File: config.mk
export PLATFORM = sky130hd
export DESIGN_NAME = lift_jam_reverse_controller
export DESIGN_NICKNAME = d
export VERILOG_FILES = /design/src/rtl/ljrc_pkg.sv /design/src/rtl/lift_jam_reverse_controller.sv
export SDC_FILE = /design/constraint.sdc
export NUM_CORES = 1
export LEC_CHECK = 0
export ABC_AREA = 1
export BUFFER_PORTS_ARGS = -buffer_cell sky130_fd_sc_hd__buf_2
export CORE_UTILIZATION = 30
export CTS_BUF_LIST = sky130_fd_sc_hd__clkbuf_8 sky130_fd_sc_hd__clkbuf_16
export DETAILED_ROUTE_END_ITERATION = 12
export GPL_TIMING_DRIVEN = 0
export MAX_ROUTING_LAYER = met4
export SLEW_MARGIN = 10
export SYNTH_ARGS = -nofsm -noshare
export SYNTH_HDL_FRONTEND = slang
export SYNTH_SLANG_ARGS = --single-unit
File: constraint.sdc
create_clock -name aclk -period 4.8 [get_ports aclk]
set_input_delay 0 -clock aclk [delete_from_list [all_inputs] [get_ports aclk]]
set_output_delay 0 -clock aclk [all_outputs]
set_load 0.1 [all_outputs]
File: src/rtl/ljrc_pkg.sv
// Package: shared types, codes and reset constants for the lift jam reverse controller.
package ljrc_pkg;

    localparam int TIMER_BITS_DEF = 16;

    localparam int STALL_W = 7;
    localparam int HOLD_W  = 16;
    localparam int COOL_W  = 16;
    localparam int CFG_W   = 16;
    localparam int IDX_W   = 2;

    localparam logic [STALL_W-1:0] STALL_SPEED_RST = 7'd20;
    localparam logic [HOLD_W-1:0]  JAM_HOLD_RST    = 16'd1000;
    localparam logic [COOL_W-1:0]  COOLDOWN_RST    = 16'd1500;

    // register indexes of the configuration port
    localparam logic [IDX_W-1:0] REG_STALL_SPEED = 2'd0;
    localparam logic [IDX_W-1:0] REG_JAM_HOLD    = 2'd1;
    localparam logic [IDX_W-1:0] REG_COOLDOWN    = 2'd2;

    // drive command codes
    localparam logic [1:0] CMD_STOP = 2'd0;
    localparam logic [1:0] CMD_FWD  = 2'd1;
    localparam logic [1:0] CMD_REV  = 2'd2;

    typedef struct packed {
        logic [7:0]        elapsed_ms;
        logic              toggle_button;
        logic              reverse_button;
        logic signed [7:0] motor_speed;
    } ljrc_in_t;

    typedef struct packed {
        logic [1:0] motor_cmd;
        logic       run_on;
        logic       jam_active;
    } ljrc_out_t;

endpackage

File: src/rtl/lift_jam_reverse_controller.sv
// Top level: lift motor controller with run toggle, manual reverse and jam auto-reverse.
//
// One input transfer is one control tick and yields exactly one result transfer.
// A tick lands in an input register, then a single pass of short logic (two
// saturating timer adds, a speed magnitude and a few compares) updates the state
// and loads the result register. Throughput is one tick per clock while m_ready
// is high; each tick moves from the input register into the result register,
// and the two form a two-deep pipe, so a new tick is taken while a finished result
// still waits for m_ready; back-pressure reaches s_ready only when both are full.
// Timers are TIMER_BITS wide and saturate at 2^TIMER_BITS - 1. The configuration
// registers (stall_speed, jam_hold_ms, cooldown_ms) are written through cfg_we,
// cfg_index and cfg_wdata; the user must write them only while the block is idle,
// which the block itself does not enforce. An index beyond the list is ignored.
// The drive command uses the jam flag from before this tick's detection, while
// jam_active reports the flag after detection and clearing.
module lift_jam_reverse_controller #(
    parameter int TIMER_BITS = ljrc_pkg::TIMER_BITS_DEF
) (
    input  logic                          aclk,
    input  logic                          aresetn,
    input  logic                          s_valid,
    output logic                          s_ready,
    input  ljrc_pkg::ljrc_in_t            s_data,
    output logic                          m_valid,
    input  logic                          m_ready,
    output ljrc_pkg::ljrc_out_t           m_data,
    input  logic                          cfg_we,
    input  logic [ljrc_pkg::IDX_W-1:0]    cfg_index,
    input  logic [ljrc_pkg::CFG_W-1:0]    cfg_wdata
);
    import ljrc_pkg::*;

    // compare width covers both the timers and the 16-bit thresholds
    localparam int CMP_W = (TIMER_BITS > HOLD_W) ? TIMER_BITS : HOLD_W;
    localparam logic [TIMER_BITS-1:0] TIMER_MAX = {TIMER_BITS{1'b1}};

    // configuration
    logic [STALL_W-1:0] stall_speed_reg;
    logic [HOLD_W-1:0]  jam_hold_reg;
    logic [COOL_W-1:0]  cooldown_reg;

    // pipe registers
    logic      in_valid_reg;
    ljrc_in_t  in_data_reg;
    logic      out_valid_reg;
    ljrc_out_t out_data_reg;

    // controller state
    logic                  run_mode_reg, run_mode_next;
    logic                  button_held_reg, button_held_next;
    logic                  jam_flag_reg, jam_flag_next;
    logic [TIMER_BITS-1:0] jam_elapsed_reg, jam_elapsed_next;
    logic [TIMER_BITS-1:0] cool_elapsed_reg, cool_elapsed_next;
    ljrc_out_t             out_data_next;

    logic out_free;
    logic advance;

    // datapath intermediates
    logic [TIMER_BITS:0]   jam_sum;
    logic [TIMER_BITS:0]   cool_sum;
    logic [TIMER_BITS-1:0] jam_sat;
    logic [TIMER_BITS-1:0] cool_sat;
    logic [TIMER_BITS-1:0] cool_after_tog;
    logic [TIMER_BITS-1:0] jam_after_det;
    logic [7:0]            speed_mag;
    logic                  tog_rise;
    logic                  run_mid;
    logic                  jam_detect;
    logic                  jam_mid;
    logic                  jam_clear;

    // advance the input register into the result register when the result slot
    // is empty or its transfer happens this cycle
    assign out_free = !out_valid_reg || m_ready;
    assign advance  = in_valid_reg && out_free;
    assign s_ready  = !in_valid_reg || out_free;
    assign m_valid  = out_valid_reg;
    assign m_data   = out_data_reg;

    always_ff @(posedge aclk) begin
        if (!aresetn) begin
            stall_speed_reg <= STALL_SPEED_RST;
            jam_hold_reg    <= JAM_HOLD_RST;
            cooldown_reg    <= COOLDOWN_RST;
        end else if (cfg_we) begin
            unique case (cfg_index)
                REG_STALL_SPEED: stall_speed_reg <= cfg_wdata[STALL_W-1:0];
                REG_JAM_HOLD:    jam_hold_reg    <= cfg_wdata[HOLD_W-1:0];
                REG_COOLDOWN:    cooldown_reg    <= cfg_wdata[COOL_W-1:0];
                default: begin
                    // drop writes beyond the register list
                end
            endcase
        end
    end

    always_comb begin
        // saturating timer adds
        jam_sum  = {1'b0, jam_elapsed_reg}
                 + {{(TIMER_BITS + 1 - 8){1'b0}}, in_data_reg.elapsed_ms};
        cool_sum = {1'b0, cool_elapsed_reg}
                 + {{(TIMER_BITS + 1 - 8){1'b0}}, in_data_reg.elapsed_ms};
        jam_sat  = jam_sum[TIMER_BITS]  ? TIMER_MAX : jam_sum[TIMER_BITS-1:0];
        cool_sat = cool_sum[TIMER_BITS] ? TIMER_MAX : cool_sum[TIMER_BITS-1:0];

        // |speed| in 8 bits unsigned; -128 maps to 128
        speed_mag = in_data_reg.motor_speed[7] ? (8'd0 - in_data_reg.motor_speed)
                                               : in_data_reg.motor_speed;

        // toggle press edge flips run mode and restarts the cooldown
        tog_rise         = in_data_reg.toggle_button && !button_held_reg;
        button_held_next = in_data_reg.toggle_button;
        run_mid          = tog_rise ? !run_mode_reg : run_mode_reg;
        cool_after_tog   = tog_rise ? '0 : cool_sat;

        // command uses the jam flag from before detection and clearing
        priority if (in_data_reg.reverse_button || jam_flag_reg) begin
            out_data_next.motor_cmd = CMD_REV;
        end else if (in_data_reg.toggle_button || run_mid) begin
            out_data_next.motor_cmd = CMD_FWD;
        end else begin
            out_data_next.motor_cmd = CMD_STOP;
        end

        // jam detection; the jam timer restarts only on a new jam
        jam_detect = run_mid
                  && ({1'b0, speed_mag} < {2'b0, stall_speed_reg})
                  && ({{(CMP_W - TIMER_BITS){1'b0}}, cool_after_tog}
                      > {{(CMP_W - COOL_W){1'b0}}, cooldown_reg});
        jam_mid       = jam_flag_reg || jam_detect;
        jam_after_det = (jam_detect && !jam_flag_reg) ? '0 : jam_sat;

        // jam clearing restarts the cooldown
        jam_clear = jam_mid
                 && ({{(CMP_W - TIMER_BITS){1'b0}}, jam_after_det}
                     > {{(CMP_W - HOLD_W){1'b0}}, jam_hold_reg})
                 && ({1'b0, speed_mag} > {2'b0, stall_speed_reg});

        run_mode_next     = run_mid;
        jam_flag_next     = jam_mid && !jam_clear;
        jam_elapsed_next  = jam_after_det;
        cool_elapsed_next = jam_clear ? '0 : cool_after_tog;

        out_data_next.run_on     = run_mid;
        out_data_next.jam_active = jam_flag_next;
    end

    always_ff @(posedge aclk) begin
        if (!aresetn) begin
            in_valid_reg     <= 1'b0;
            out_valid_reg    <= 1'b0;
            run_mode_reg     <= 1'b0;
            button_held_reg  <= 1'b0;
            jam_flag_reg     <= 1'b0;
            jam_elapsed_reg  <= '0;
            cool_elapsed_reg <= '0;
        end else begin
            // hold the input register until its tick moves on
            if (s_valid && s_ready) begin
                in_valid_reg <= 1'b1;
            end else if (advance) begin
                in_valid_reg <= 1'b0;
            end

            if (advance) begin
                out_valid_reg    <= 1'b1;
                run_mode_reg     <= run_mode_next;
                button_held_reg  <= button_held_next;
                jam_flag_reg     <= jam_flag_next;
                jam_elapsed_reg  <= jam_elapsed_next;
                cool_elapsed_reg <= cool_elapsed_next;
            end else if (m_ready) begin
                out_valid_reg <= 1'b0;
            end
        end
    end

    always_ff @(posedge aclk) begin
        if (s_valid && s_ready) begin
            in_data_reg <= s_data;
        end
        if (advance) begin
            out_data_reg <= out_data_next;
        end
    end

    // a tick with the reverse button held always yields a reverse command
    a_manual_reverse: assert property (@(posedge aclk) disable iff (!aresetn)
        advance && in_data_reg.reverse_button |=> m_data.motor_cmd == CMD_REV)
        else $error("manual reverse not honored");

    // a new jam starts with its hold timer at zero
    a_jam_timer_restart: assert property (@(posedge aclk) disable iff (!aresetn)
        $rose(jam_flag_reg) |-> jam_elapsed_reg == '0)
        else $error("jam timer not restarted on new jam");

    // a stalled result freezes the controller state
    a_stall_holds_state: assert property (@(posedge aclk) disable iff (!aresetn)
        out_valid_reg && !m_ready |=> $stable(jam_flag_reg) && $stable(run_mode_reg)
            && $stable(cool_elapsed_reg))
        else $error("state moved while result stalled");

    // the result carries the state written with it
    a_result_matches_state: assert property (@(posedge aclk) disable iff (!aresetn)
        advance |=> m_data.jam_active == jam_flag_reg && m_data.run_on == run_mode_reg)
        else $error("result flags disagree with state");

endmodule

# Word-level counts from Yosys, hierarchy flattened
# Cells that the tools add are included.
[op_classes]
n_mux = 12
addsub = 3
magnitude_cmp = 4
n_eq_ne = 2
reduce_logical = 26
[ops]
columns = ["operator", "count"]
rows = [
  ["$mux W16", 5],
  ["$add A16 B8 Y17", 2],
  ["$gt A16 B16 Y1", 2],
  ["$logic_and A1 B1 Y1", 9],
  ["$gt A8 B7 Y1", 1],
  ["$lt A8 B7 Y1", 1],
  ["$mux W8", 1],
  ["$sub A1 B8 Y8 const A", 1],
  ["$logic_not A1 Y1", 6],
  ["$mux W1", 6],
  ["$reduce_and A2 Y1", 3],
  ["$logic_or A1 B1 Y1", 5],
  ["$reduce_bool A2 Y1", 2],
  ["$eq A2 B1 Y1 const B", 1],
  ["$eq A2 B2 Y1 const B", 1],
  ["$logic_not A2 Y1", 1],
]
[word_totals]
word_cells = 64
out_inout_bits = 6
register_bits = 98

# Logic depth before layout (Yosys ltp)
[depth]
word_depth = 12
ltp_mapped = 37
ltp_nobuf = 34

# Worst setup path after synthesis
# OpenSTA, ideal clock, no wires.
[synth_timing]
path_type = "reg2reg"
start = "register in_data_reg[10] (netlist bit)"
end = "register cool_elapsed_reg[10]"
setup_ns = 0.132
setup_slack_ns = 0.532
path_stages_with_launch = 32
required_time_ns = 4.668
arrival_ns = 4.136
synth_period_minus_slack_ns = 4.268
path_cell_list = "edfxtp_1 ha_1 fa_1 nand3_1 nand3_2 nand2_1 nand2_2 nand2_2 buf_6 nand3_1 nand2_1 inv_2 ha_1 nand2_1 nor2_1 nand2_1 o21ai_1 nor2_1 nand3_2 buf_2 nand2_1 inv_1 ha_1 nand2_1 nor2_1 nor3b_1 a21oi_1 nor2_1 nand2_2 buf_6 nand3_1 a21oi_1"
[synth_between]
elab_chain_cells = 11
word_cells_on_any_way = 14
[synth_rtl]
columns = ["element", "line_no", "text"]
rows = [
  ["start, declared", "lift_jam_reverse_controller.sv:44", "ljrc_in_t in_data_reg;"],
  ["start signal, assigned", "lift_jam_reverse_controller.sv:181", "in_data_reg <= s_data;"],
  ["$add A16 B8 Y17", "lift_jam_reverse_controller.sv:103", "+ {{(TIMER_BITS + 1 - 8){1'b0}}, in_data_reg.elapsed_ms};"],
  ["$mux W16", "lift_jam_reverse_controller.sv:105", "cool_sat = cool_sum[TIMER_BITS] ? TIMER_MAX : cool_sum[TIMER_BITS-1:0];"],
  ["$mux W16", "lift_jam_reverse_controller.sv:115", "cool_after_tog = tog_rise ? '0 : cool_sat;"],
  ["$gt A16 B16 Y1", "lift_jam_reverse_controller.sv:130", "> {{(CMP_W - COOL_W){1'b0}}, cooldown_reg});"],
  ["$logic_and A1 B1 Y1", "lift_jam_reverse_controller.sv:129", "&& ({{(CMP_W - TIMER_BITS){1'b0}}, cool_after_tog}"],
  ["$logic_and A1 B1 Y1", "lift_jam_reverse_controller.sv:132", "jam_after_det = (jam_detect && !jam_flag_reg) ? '0 : jam_sat;"],
  ["$mux W16 (*)", "lift_jam_reverse_controller.sv:132", ""],
  ["net jam_after_det[15]", "lift_jam_reverse_controller.sv:65", "logic [TIMER_BITS-1:0] jam_after_det;"],
  ["$gt A16 B16 Y1 (*)", "lift_jam_reverse_controller.sv:137", "> {{(CMP_W - HOLD_W){1'b0}}, jam_hold_reg})"],
  ["$logic_and A1 B1 Y1 (*)", "lift_jam_reverse_controller.sv:136", "&& ({{(CMP_W - TIMER_BITS){1'b0}}, jam_after_det}"],
  ["$logic_and A1 B1 Y1 (*)", "lift_jam_reverse_controller.sv:138", "&& ({1'b0, speed_mag} > {2'b0, stall_speed_reg});"],
  ["$mux W16 (*)", "lift_jam_reverse_controller.sv:143", "cool_elapsed_next = jam_clear ? '0 : cool_after_tog;"],
  ["end signal, assigned", "lift_jam_reverse_controller.sv:172", "cool_elapsed_reg <= cool_elapsed_next;"],
  ["end, declared", "lift_jam_reverse_controller.sv:53", "logic [TIMER_BITS-1:0] cool_elapsed_reg, cool_elapsed_next;"],
]
# The timed path passes the listed nets; every way through them passes the cells marked *.
# A chain may end at the register's enable or synchronous reset.

# Worst setup path in the final report
[layout_timing]
start = "register in_data_reg[10] (netlist bit)"
end = "register cool_elapsed_reg[12]"
# The elaborated chain is that of the path after synthesis.

==> flow_summary.toml <==
[critical_path]
reg2reg_setup_slack_ns = 0.20
critPathCaptureType = "flip-flop"
cp_max_fo = 6
crit_arrival_ns = 4.84
rr_endpoint = "cool_elapsed_reg[12]"
r2r_cells = 32
crit_path_start_kind = "flip-flop"
worstSetupStartpoint = "in_data_reg[10]"
crit_slowest_cell = "edfxtp_1"
crit_top_cell = "nand2_2"
critPathKind = "reg2reg"
crit_required_ns = 5.03
worstReg2RegStart = "in_data_reg[10]"
cpPeakStageDelay_ns = 0.50
endpoint = "cool_elapsed_reg[12]"

[placement]
dpl_cell_area_um2 = 6670
place_congestion = 0.861
dpl.hpwl_um = 12700
portBuffers = 46

[floorplanning]
io_pins = 47
die_h_um = 145
start_util_pct = 31.0
core_area_um2 = 19700
dieArea_um2 = 20900
chipWidth_um = 145
rows = 51

[global_routing]
grt_max_degree = 19
grt_pass1_vias = 5180
grt_pass1_wl_um = 26400
grt_overflow = 0
grt_usage_pct = 17.4
antenna_found_initial = 0

[finish]
layout-drive-gt1-share_pct = 21.4
synthToLayoutAreaGrowth_pct = 33.3
nets = 1050
largest_reg_flops = 17
final_area_um2 = 8140
diodes = 0

[worst_hold_path]
holdPathStages = 3
hp-class = "in2reg"

[sta]
max_freq_mhz = 217
fin_crit_sh_pct = 95.9
worst_hold_slack_ns = 0.0318
finalHoldViolations = 0
skew_ns = 0.0129
drv_slew = 0
worst_pin_slew_ns = 0.827
slew_headroom_pct = 44.8
period_needed_ns = 4.60
setup_viol = 0
tns_ns = 0

[run]
maxCapViolations = 0

[route]
drtAntennaViolNets = 0
drt_first_pass_iters = 5
drt-vias-per-instance = 4.71
avgRoutedWirePerCell_um = 14.1
drcViolationCount = 0
vias = 5745
totalWireLength_um = 17200
dr.first_iter.drc_count = 456

[synth]
synth_top_area_share_pct = 24.9
yosysWarnings = 0
yosysMostFrequentCell = "nand2_1"
synth_fp_nets = 936
syn-cell-area_um2 = 6100
postSynthAreaPerCell_um2 = 7.29
yosysSeqAreaShare_pct = 35.8
syn_inst = 837
synth.area.top_cells = "dfxtp_1 25%, nand2_1 12%, ha_1 11%"
ys_types = 41
async_flop_share_pct = 0
synth_seq_cells = 98
synth_edf_count = 22
ys_top_cells_by_count = "201 x nand2_1, 126 x inv_1, 85 x a21oi_1"
synthFlopType = "dfxtp_1"
yosysTopAreaCell = "dfxtp_1"

[outcome]
status = "finished clean"

[cts]
cts.sinks = 98
clk_pin_slew_worst_paths_ns = 0.07
cts_buffers = 9
clockBufferDepth = 2
cts_root_buffer = "clkbuf_16"
cts_max_level = 3
clock_latency_ns = 0.37
cts_tree = "done"

[pwr]
p_total_mw = 2.28
combPwrFrac_pct = 23.4
seqPwrFrac_pct = 40.1
power_density_nw_per_um2 = 281
peakVddDrop_uv = 181
p_leak_nw = 3.70
swShare_pct = 31.0
p_int_mw = 1.58
power.net_switching_uw = 707
clock_power_share_pct = 36.6
-- kinds of logic (layout without fill, tap and decap cells) --
kind of cell	after synthesis	after routing	share of synthesized area, %
AO/OA/AOI/OAI	169	169	15.4
XOR/XNOR	19	19	2.85
adder cells (fa/ha/maj)	58	58	12.1
buffers and inverters	153	271	9.84
flip-flops	98	98	35.8
AND/OR/NAND/NOR	340	341	24.0
-- routing by layer --
layer,GRT usage [%],vias up,share of wire (%)
li1,-,2972,-
met1,23.4,2605,48
met2,27.0,145,45
met3,2.98,23,5.0
met4,3.99,0,1.6
met5,-,-,0
-- critical path, delay by kind of cell, from the launching register on --
family / cells / cell delay (ns)
AOI/OAI and AO/OA: 2 / 0.15
DFF: 1 / 0.50
buffers and inverters: 6 / 0.61
and+or+nand+nor: 20 / 2.03
adders and majority gates: 4 / 1.16
-- layout make-up --
type,count,area [um^2]
plain buffers,25,143
clock buffers,11,275
clock inverters,5,75.1
fillers,1932,11600
inverters,128,480
multi-input cells,587,3840
flip-flops and latches,98,2180
well taps,265,332
repair buffers,102,806
-- cells in the final DEF (no fill, tap or decap), types with 13 or more instances in the layout --
master	netlist	final
nand2_4	1	16
dfxtp_1	76	76
a21oi_1	85	79
nand2_2	7	19
inv_2	2	18
dlygate4sd3_1	0	37
ha_1	56	37
edfxtp_1	22	22
ha_4	0	19
clkbuf_1	18	18
buf_2	2	47
nor2_1	51	39
inv_1	126	110
buf_4	0	13
o211ai_1	15	15
o21ai_0	48	47
clkbuf_16	0	13
nand2_1	201	174
a21oi_2	8	14
nand3_1	53	49
-- how the worst min path moves through the flow --
stage | slack (ns) | end | start
after global placement | 0.18 | in_data_reg[7] | s_data[7]
after detailed placement | 0.18 | in_data_reg[4] | s_data[4]
after CTS | 0.02 | stall_speed_reg[2] | cfg_index[0]
after floorplan | 0.1 | button_held_next | s_data[9]
after global routing | 0.09 | jam_hold_reg[5] | cfg_index[1]
final | 0.03 | stall_speed_reg[2] | cfg_index[0]
-- what timing repair did --
action                                  4_1_cts  5_1_grt
setup buffers                                 4       12
hold buffers                                 37        0
pin swaps                                     6       37
resized for setup                            11      113
hold endpoints to repair                     56        0
cloned                                        0        4
endpoints found under the setup margin       18       18
-- through the flow --
stage               std cells  utilization, %  worst slack, ns
floorplan                 837               -            0.532
CTS                      1205            37.9          0.00893
global route             1221            41.3          -0.0846
finish                   1221            41.3            0.196
global placement         1148            33.8           -0.387
detailed placement       1148            33.8           -0.378
-- power groups by stage --
stage / Clock [mW] / Combinational, mW / Sequential (mW)
global placement: 0 / 0.403 / 0.932
CTS: 0.856 / 0.438 / 0.914
detailed placement: 0 / 0.409 / 0.932
finish: 0.835 / 0.533 / 0.914
floorplan: 0 / 0.281 / 0.941
global route: 0.891 / 0.596 / 0.919
No activity file was read; power rests on OpenSTA's default activity.
